[config.mk]
export PLATFORM = sky130hd
export DESIGN_NAME = priority_dedup_dispatch_queue_unit
export DESIGN_NICKNAME = d
export VERILOG_FILES = /design/src/rtl/pdq_pkg.sv /design/src/rtl/pdq_cell.sv /design/src/rtl/priority_dedup_dispatch_queue_unit.sv
export VERILOG_INCLUDE_DIRS = /design/src /design/src/rtl
export SDC_FILE = /design/constraint.sdc
export NUM_CORES = 2
export LEC_CHECK = 0
export BUFFER_PORTS_ARGS = -buffer_cell sky130_fd_sc_hd__buf_4
export CAP_MARGIN = 10
export CORE_MARGIN = 4
export CORE_UTILIZATION = 60
export CTS_CLUSTER_SIZE = 28
export DETAILED_ROUTE_END_ITERATION = 8
export PLACE_DENSITY = 0.77
export SYNTH_ARGS = -nofsm -noshare
export SYNTH_HDL_FRONTEND = slang
export SYNTH_SLANG_ARGS = --single-unit
export TNS_END_PERCENT = 100
[constraint.sdc]
create_clock -name clk -period 9.15 [get_ports clk]
set_input_delay 0.915 -clock clk [delete_from_list [all_inputs] [get_ports clk]]
set_output_delay 0.915 -clock clk [all_outputs]
set_load 0.005 [all_outputs]
[src/rtl/assert_macros.svh]
// Assertion helpers used by the queue RTL.
`ifndef ASSERT_MACROS_SVH
`define ASSERT_MACROS_SVH

// Check that cond holds at every clock edge out of reset.
`define PDQ_ASSERT_ALWAYS(label, clk, rst_n, cond, msg) \
	label: assert property (@(posedge clk) disable iff (!rst_n) (cond)) \
		else $error(msg);

// Check that cons holds in the same cycle as ante.
`define PDQ_ASSERT_IMPLY(label, clk, rst_n, ante, cons, msg) \
	label: assert property (@(posedge clk) disable iff (!rst_n) (ante) |-> (cons)) \
		else $error(msg);

// Check that cons holds in the cycle after ante.
`define PDQ_ASSERT_NEXT(label, clk, rst_n, ante, cons, msg) \
	label: assert property (@(posedge clk) disable iff (!rst_n) (ante) |=> (cons)) \
		else $error(msg);

`endif

[src/rtl/pdq_pkg.sv]
package pdq_pkg;

	localparam int CAPACITY   = 16;
	localparam int LEVEL_BITS = 3;
	localparam int IDX_W      = $clog2(CAPACITY);
	localparam int CNT_W      = $clog2(CAPACITY + 1);
	localparam int CLIP_W     = 8;
	localparam int ORDER_W    = 32;
	localparam int CTR_W      = 32;

	localparam logic OP_PUSH = 1'b0;
	localparam logic OP_TICK = 1'b1;

	typedef enum logic [1:0] {
		PS_ACCEPT = 2'd0,
		PS_DUP    = 2'd1,
		PS_FULL   = 2'd2,
		PS_NONE   = 2'd3
	} status_t;

	typedef enum logic [1:0] {
		ST_IDLE,
		ST_SCAN,
		ST_FIN
	} state_t;

	typedef struct packed {
		logic              op;
		logic [CLIP_W-1:0] clip_id;
		logic [2:0]        level;
		logic              player_busy;
	} item_t;

	typedef struct packed {
		logic              play_valid;
		logic [CLIP_W-1:0] play_clip;
		status_t           push_status;
		logic [4:0]        queue_level;
		logic              playing;
		logic [CTR_W-1:0]  full_drops;
		logic [CTR_W-1:0]  dup_drops;
	} result_t;

	typedef struct packed {
		logic [CLIP_W-1:0]     clip;
		logic [LEVEL_BITS-1:0] level;
		logic [ORDER_W-1:0]    order;
	} entry_t;

	typedef struct packed {
		logic shift;
		logic load;
	} cell_ctl_t;

endpackage

[src/rtl/pdq_cell.sv]
module pdq_cell (
	input  logic              clk,
	input  pdq_pkg::cell_ctl_t ctl,
	input  pdq_pkg::entry_t   nbr,
	input  pdq_pkg::entry_t   wdata,
	output pdq_pkg::entry_t   ent
);
	import pdq_pkg::*;

	entry_t ent_q;

	always_ff @(posedge clk) begin
		if (ctl.load) begin
			ent_q <= wdata;
		end else if (ctl.shift) begin
			ent_q <= nbr;
		end
	end

	assign ent = ent_q;

endmodule

[src/rtl/priority_dedup_dispatch_queue_unit.sv]
// Priority dispatch queue of clip identifiers with duplicate suppression.
// Input: an item word on item is taken at a rising edge with start high and
// busy low. op selects push (store clip_id at level) or tick (update the
// playing flag from player_busy and dispatch the best waiting clip).
// Output: one result word per item on result, marked by done for exactly
// one cycle; the receiver cannot hold it off and needs no handshake back.
// Entries sit in a ring of CAPACITY cells that rotates one place a cycle
// while an item is worked; the head cell is checked for duplicates, the
// winner (highest level, then lowest order number) and the last entry.
// Timing: busy rises in the cycle after acceptance, the ring rotates once
// through all CAPACITY cells in ST_SCAN, ST_FIN commits, and done is
// registered from ST_FIN. busy is low in the done cycle; a new item is
// taken only once the previous one has been through the full turn of the
// cell ring and the commit.
// Reset (arst_n low) empties the queue, clears the playing flag, the order
// number and both drop counters; entry contents are not cleared.
module priority_dedup_dispatch_queue_unit (
	input  logic             clk,
	input  logic             arst_n,
	input  logic             start,
	output logic             busy,
	input  pdq_pkg::item_t   item,
	output logic             done,
	output pdq_pkg::result_t result
);
	import pdq_pkg::*;

	`include "assert_macros.svh"

	state_t state_q, state_d;
	logic [IDX_W-1:0] cnt_q;
	item_t item_q;
	entry_t ent [CAPACITY];
	cell_ctl_t ctl [CAPACITY];
	entry_t wdata;
	logic [IDX_W-1:0] widx;
	logic wen;
	logic shift;

	logic [CNT_W-1:0] count_q, count_d;
	logic [ORDER_W-1:0] next_order_q, next_order_d;
	logic playing_q, playing_d;
	logic [CLIP_W-1:0] playing_clip_q, playing_clip_d;
	logic [CTR_W-1:0] full_drops_q, full_drops_d;
	logic [CTR_W-1:0] dup_drops_q, dup_drops_d;
	logic found_q;
	entry_t best_q, last_q;
	logic [IDX_W-1:0] best_idx_q;
	logic done_q;
	result_t result_q;

	entry_t head;
	logic head_valid, head_last, better, first;
	logic dup_hit, is_full, still_busy, dispatch, pv;
	logic [CLIP_W-1:0] pclip;
	status_t status;

	genvar k;
	generate
		for (k = 0; k < CAPACITY; k++) begin : g_cell
			assign ctl[k].shift = shift;
			assign ctl[k].load  = wen && (widx == IDX_W'(k));
			pdq_cell u_cell (
				.clk   (clk),
				.ctl   (ctl[k]),
				.nbr   (ent[(k + 1) % CAPACITY]),
				.wdata (wdata),
				.ent   (ent[k])
			);
		end
	endgenerate

	always_ff @(posedge clk or negedge arst_n) begin
		if (!arst_n) begin
			state_q <= ST_IDLE;
		end else begin
			state_q <= state_d;
		end
	end

	always_comb begin
		state_d = state_q;
		shift   = 1'b0;
		busy    = (state_q != ST_IDLE);
		unique case (state_q)
			ST_IDLE: begin
				if (start) begin
					state_d = ST_SCAN;
				end
			end
			ST_SCAN: begin
				shift = 1'b1;
				if (cnt_q == IDX_W'(CAPACITY - 1)) begin
					state_d = ST_FIN;
				end
			end
			ST_FIN: begin
				state_d = ST_IDLE;
			end
			default: begin
				state_d = ST_IDLE;
			end
		endcase
	end

	always_ff @(posedge clk or negedge arst_n) begin
		if (!arst_n) begin
			cnt_q <= '0;
		end else if (state_q == ST_IDLE) begin
			cnt_q <= '0;
		end else if (state_q == ST_SCAN) begin
			cnt_q <= cnt_q + IDX_W'(1);
		end
	end

	always_ff @(posedge clk) begin
		if (state_q == ST_IDLE && start) begin
			item_q <= item;
		end
	end

	// scan the head cell as the ring turns
	assign head       = ent[0];
	assign first      = (cnt_q == '0);
	assign head_valid = (CNT_W'(cnt_q) < count_q);
	assign head_last  = (CNT_W'(cnt_q) == count_q - CNT_W'(1));
	assign better     = (head.level > best_q.level) ||
		((head.level == best_q.level) && (head.order < best_q.order));

	always_ff @(posedge clk) begin
		if (state_q == ST_SCAN) begin
			found_q <= (found_q && !first) ||
				(head_valid && (head.clip == item_q.clip_id));
			if (first || (head_valid && better)) begin
				best_q     <= head;
				best_idx_q <= cnt_q;
			end
			if (head_last) begin
				last_q <= head;
			end
		end
	end

	always_comb begin
		dup_hit    = found_q || (playing_q && (playing_clip_q == item_q.clip_id));
		is_full    = (count_q == CNT_W'(CAPACITY));
		still_busy = playing_q && item_q.player_busy;
		dispatch   = (item_q.op == OP_TICK) && !still_busy && (count_q != '0);
		wen            = 1'b0;
		widx           = best_idx_q;
		wdata          = last_q;
		status         = PS_NONE;
		pv             = 1'b0;
		pclip          = '0;
		count_d        = count_q;
		next_order_d   = next_order_q;
		playing_d      = playing_q;
		playing_clip_d = playing_clip_q;
		full_drops_d   = full_drops_q;
		dup_drops_d    = dup_drops_q;
		if (item_q.op == OP_PUSH) begin
			if (dup_hit) begin
				status      = PS_DUP;
				dup_drops_d = dup_drops_q + CTR_W'(1);
			end else if (is_full) begin
				status       = PS_FULL;
				full_drops_d = full_drops_q + CTR_W'(1);
			end else begin
				status       = PS_ACCEPT;
				wen          = (state_q == ST_FIN);
				widx         = count_q[IDX_W-1:0];
				wdata.clip   = item_q.clip_id;
				wdata.level  = LEVEL_BITS'(item_q.level);
				wdata.order  = next_order_q;
				next_order_d = next_order_q + ORDER_W'(1);
				count_d      = count_q + CNT_W'(1);
			end
		end else begin
			playing_d = still_busy;
			if (dispatch) begin
				wen            = (state_q == ST_FIN);
				pv             = 1'b1;
				pclip          = best_q.clip;
				playing_d      = 1'b1;
				playing_clip_d = best_q.clip;
				count_d        = count_q - CNT_W'(1);
			end
		end
	end

	always_ff @(posedge clk or negedge arst_n) begin
		if (!arst_n) begin
			count_q        <= '0;
			next_order_q   <= '0;
			playing_q      <= 1'b0;
			playing_clip_q <= '0;
			full_drops_q   <= '0;
			dup_drops_q    <= '0;
			done_q         <= 1'b0;
		end else begin
			done_q <= (state_q == ST_FIN);
			if (state_q == ST_FIN) begin
				count_q        <= count_d;
				next_order_q   <= next_order_d;
				playing_q      <= playing_d;
				playing_clip_q <= playing_clip_d;
				full_drops_q   <= full_drops_d;
				dup_drops_q    <= dup_drops_d;
			end
		end
	end

	always_ff @(posedge clk) begin
		if (state_q == ST_FIN) begin
			result_q.play_valid  <= pv;
			result_q.play_clip   <= pclip;
			result_q.push_status <= status;
			result_q.queue_level <= 5'(count_d);
			result_q.playing     <= playing_d;
			result_q.full_drops  <= full_drops_d;
			result_q.dup_drops   <= dup_drops_d;
		end
	end

	assign done   = done_q;
	assign result = result_q;

	`PDQ_ASSERT_ALWAYS(a_count_cap, clk, arst_n, count_q <= CNT_W'(CAPACITY), "queue count above capacity")
	`PDQ_ASSERT_IMPLY(a_done_idle, clk, arst_n, done, !busy, "result strobe while busy")
	`PDQ_ASSERT_NEXT(a_accept_scan, clk, arst_n, start && !busy, (state_q == ST_SCAN) && (cnt_q == '0), "accepted word did not start a scan")
	`PDQ_ASSERT_IMPLY(a_dispatch_playing, clk, arst_n, done && result.play_valid, result.playing && (result.push_status == PS_NONE), "dispatch without playing tick")

endmodule
==> results.py <==
metrics = {
    "global_route": {
        "antenna_found_initial": 0,
        "grt_pass1_vias": 23300,
        "grt_first_pass_wirelength_um": 147000,
        "grt_max_degree": 72,
        "grtUsageMet3": 0.0640,
        "gr-usage-met1": 0.363,
        "grtUsageMet2": 0.370,
        "grt.total_usage": 0.247,
        "overflow": 0,
        "top_usage_layer": "met2",
    },
    "layout": {
        "design_area_mm2": 0.0480,
        "synthToLayoutAreaGrowth_pct": 9.42,
        "final_cell_mix": "edfxtp_1, mux2_2, nand2_1, buf_4, dfrtp_1",
        "final_nets": 2809,
        "antenna-diode-count": 0,
        "fillCellCount": 4759,
        "final_common_cell": "edfxtp_1",
        "drive_gt1_frac": 0.331,
    },
    "cts": {
        "numCtsBuffers": 95,
        "post-cts-setup-buffers": 0,
        "ctsResizeCount": 0,
        "h-tree-depth": 3,
        "cts_sinks": 990,
        "holdBufCountCts": 0,
        "cts_tree": "yes",
        "cts.path.max_buffers": 3,
        "clk_latency_ps": 660,
        "clk_pin_slew_worst_paths_ps": 60,
        "cts_root_buf": "clkbuf_16",
    },
    "setup_path": {
        "cp_max_fo": 44,
        "crit_path_end_kind": "register",
        "worstPathArrival_ps": 5560,
        "start_kind": "register",
        "required_ps": 9420,
        "rr_startpoint": "count_q[0]$_DFFE_PN0P_",
        "r2r_slack_ps": 3860,
        "worstSetupPathType": "reg -> reg",
        "r2r_end": "g_cell[13].u_cell.ent[41]$_DFFE_PP_",
        "r2r_cells": 8,
    },
    "timing": {
        "hold_violations": 0,
        "max_slew.worst_pin.slew_ps": 1170,
        "clock_skew_ps": 20.5,
        "finalMaxSlewViolations": 0,
        "setup_ws_ps": 3860,
        "grt_setup_unrepaired": "no",
        "max_freq_mhz": 189,
        "fin_setup_tns_ps": 0,
        "whs_ps": 285,
        "post-route-period-util": 0.578,
        "setup_violations": 0,
        "min_period_ps": 5290,
        "relSlewSlack": 0.223,
    },
    "route": {
        "routed_wl_um": 96200,
        "ant_nets": 0,
        "first_iter_violations": 2389,
        "route.detailed.drc": 0,
        "firstDrtPassIters": 6,
        "wl_per_cell_um": 25.5,
        "via_count": 23100,
        "viasPerCell": 6.13,
    },
    "die": {
        "die_y_um": 278,
        "die-area_mm2": 0.0774,
        "die_x_um": 278,
        "core_area_mm2": 0.0720,
        "initial_core_util": 0.609,
        "rows": 98,
        "pin_count": 99,
    },
    "placement": {
        "place.gp.congestion": 0.888,
        "hpwl_um": 59900,
        "numPortBuffers": 98,
        "place_ws_ps": 3990,
        "place_area_mm2": 0.0451,
    },
    "logic_synthesis": {
        "async_flop_share": 0.118,
        "ys_seq_area_frac": 0.665,
        "synth_edf_count": 873,
        "syn_inst": 2677,
        "ys_types": 76,
        "synth_area_mm2": 0.0438,
        "syn_area_per_cell_um2": 16.4,
        "syn_nets": 2738,
        "synthFlopType": "edfxtp_1",
        "synth_warnings": 0,
        "ys_ff_latch": 990,
    },
    "power": {
        "irDropWorstVdd_uv": 213,
        "power_density_mw_per_mm2": 325,
        "leakagePower_uw": 0.0174,
        "power_uw": 15600,
    },
    "worst_hold_path": {
        "hp-class": "in -> async",
    },
    "status": {
        "status": "finished clean",
    },
    "flow_run": {
        "cap_violations": 0,
    },
}
## state kept, by name, indices dropped and copies added, names as in the netlist, 8 cells and up
name and count:
g_cell.u_cell.ent 688, result 81, best_q 43, last_q 43, dup_drops_q 32, full_drops_q 32, next_order_q 32, item_q 13
playing_clip_q 8
## synth_stat cells, types with 33 or more instances
cell type	number	area share
and3_1	33	0.0047
buf_1	49	0.0042
buf_6	38	0.0098
dfrtp_1	117	0.067
edfxtp_1	873	0.60
ha_1	45	0.013
inv_1	55	0.0047
mux2_1	114	0.029
mux2_2	610	0.16
nand2_1	132	0.011
nand3_1	44	0.0050
nand4_1	33	0.0047
nor2_1	65	0.0056
xnor2_1	84	0.017
xor2_1	92	0.018
## metrics by stage
stage	util	std cells
after floorplan	-	2677
after global placement	0.626	3601
after detailed placement	0.626	3601
after CTS	0.666	3776
after global routing	0.666	3776
final	0.666	3776
## final cells by class
| type | instances | area [um^2] | area share |
|---|---|---|---|
| Multi-Input combinational cell | 1478 | 13600 | 0.283 |
| Clock buffer | 129 | 2550 | 0.0531 |
| Timing Repair Buffer | 125 | 938 | 0.0196 |
| Clock inverter | 46 | 338 | 0.00704 |
| Tap cell | 950 | 1190 | 0.0248 |
| Sequential cell | 990 | 29100 | 0.608 |
| Inverter | 58 | 220 | 0.00459 |
## worst max-delay path by stage
stage / start / end / slack (ps) / cells past startpoint
after global routing: count_q[0]$_DFFE_PN0P_ / g_cell[13].u_cell.ent[32]$_DFFE_PP_ / 3620 / 8
after CTS: count_q[0]$_DFFE_PN0P_ / g_cell[13].u_cell.ent[32]$_DFFE_PP_ / 3970 / 8
after floorplan: count_q[1]$_DFFE_PN0P_ / last_q[0]$_DFFE_PP_ / 2720 / 9
final: count_q[0]$_DFFE_PN0P_ / g_cell[13].u_cell.ent[41]$_DFFE_PP_ / 3860 / 8
after global placement: count_q[0]$_DFFE_PN0P_ / g_cell[13].u_cell.ent[32]$_DFFE_PP_ / 4270 / 8
after detailed placement: count_q[0]$_DFFE_PN0P_ / g_cell[13].u_cell.ent[33]$_DFFE_PP_ / 3990 / 8
## worst max-delay path: stages, from the launching register on
cell      delay, ps
dfrtp_1         700
clkinv_1        490
ha_1            470
nor3b_1         210
nand2_1         530
nand2_2         560
o32ai_4         390
buf_4           510
nand2b_2        950
## metal layers
layer | up-vias | part of all wire
met5 | - | 0
met4 | 0 | 0.027
met3 | 163 | 0.090
met2 | 1045 | 0.45
met1 | 11700 | 0.44
li1 | 10200 | -
## power breakdown
| part | internal, uW | switching (uW) | leakage (uW) | total [uW] |
|---|---|---|---|---|
| Clock | 2040 | 1650 | 0.00141 | 3690 |
| Combinational | 1410 | 1940 | 0.00575 | 3350 |
| Sequential | 7730 | 822 | 0.0103 | 8560 |
## cell families (layout without fill, tap and decap cells)
kind of cell,Yosys count,count (layout),share of synthesized area
AO/OA/AOI/OAI,100,100,0.0211
buffers and inverters,209,358,0.0268
adder cells (fa/ha/maj),45,45,0.0128
flip-flops,990,990,0.665
multiplexers,735,735,0.190
AND/OR/NAND/NOR,422,422,0.0496
XOR/XNOR,176,176,0.0352
No activity file was read; power rests on OpenSTA's default activity.
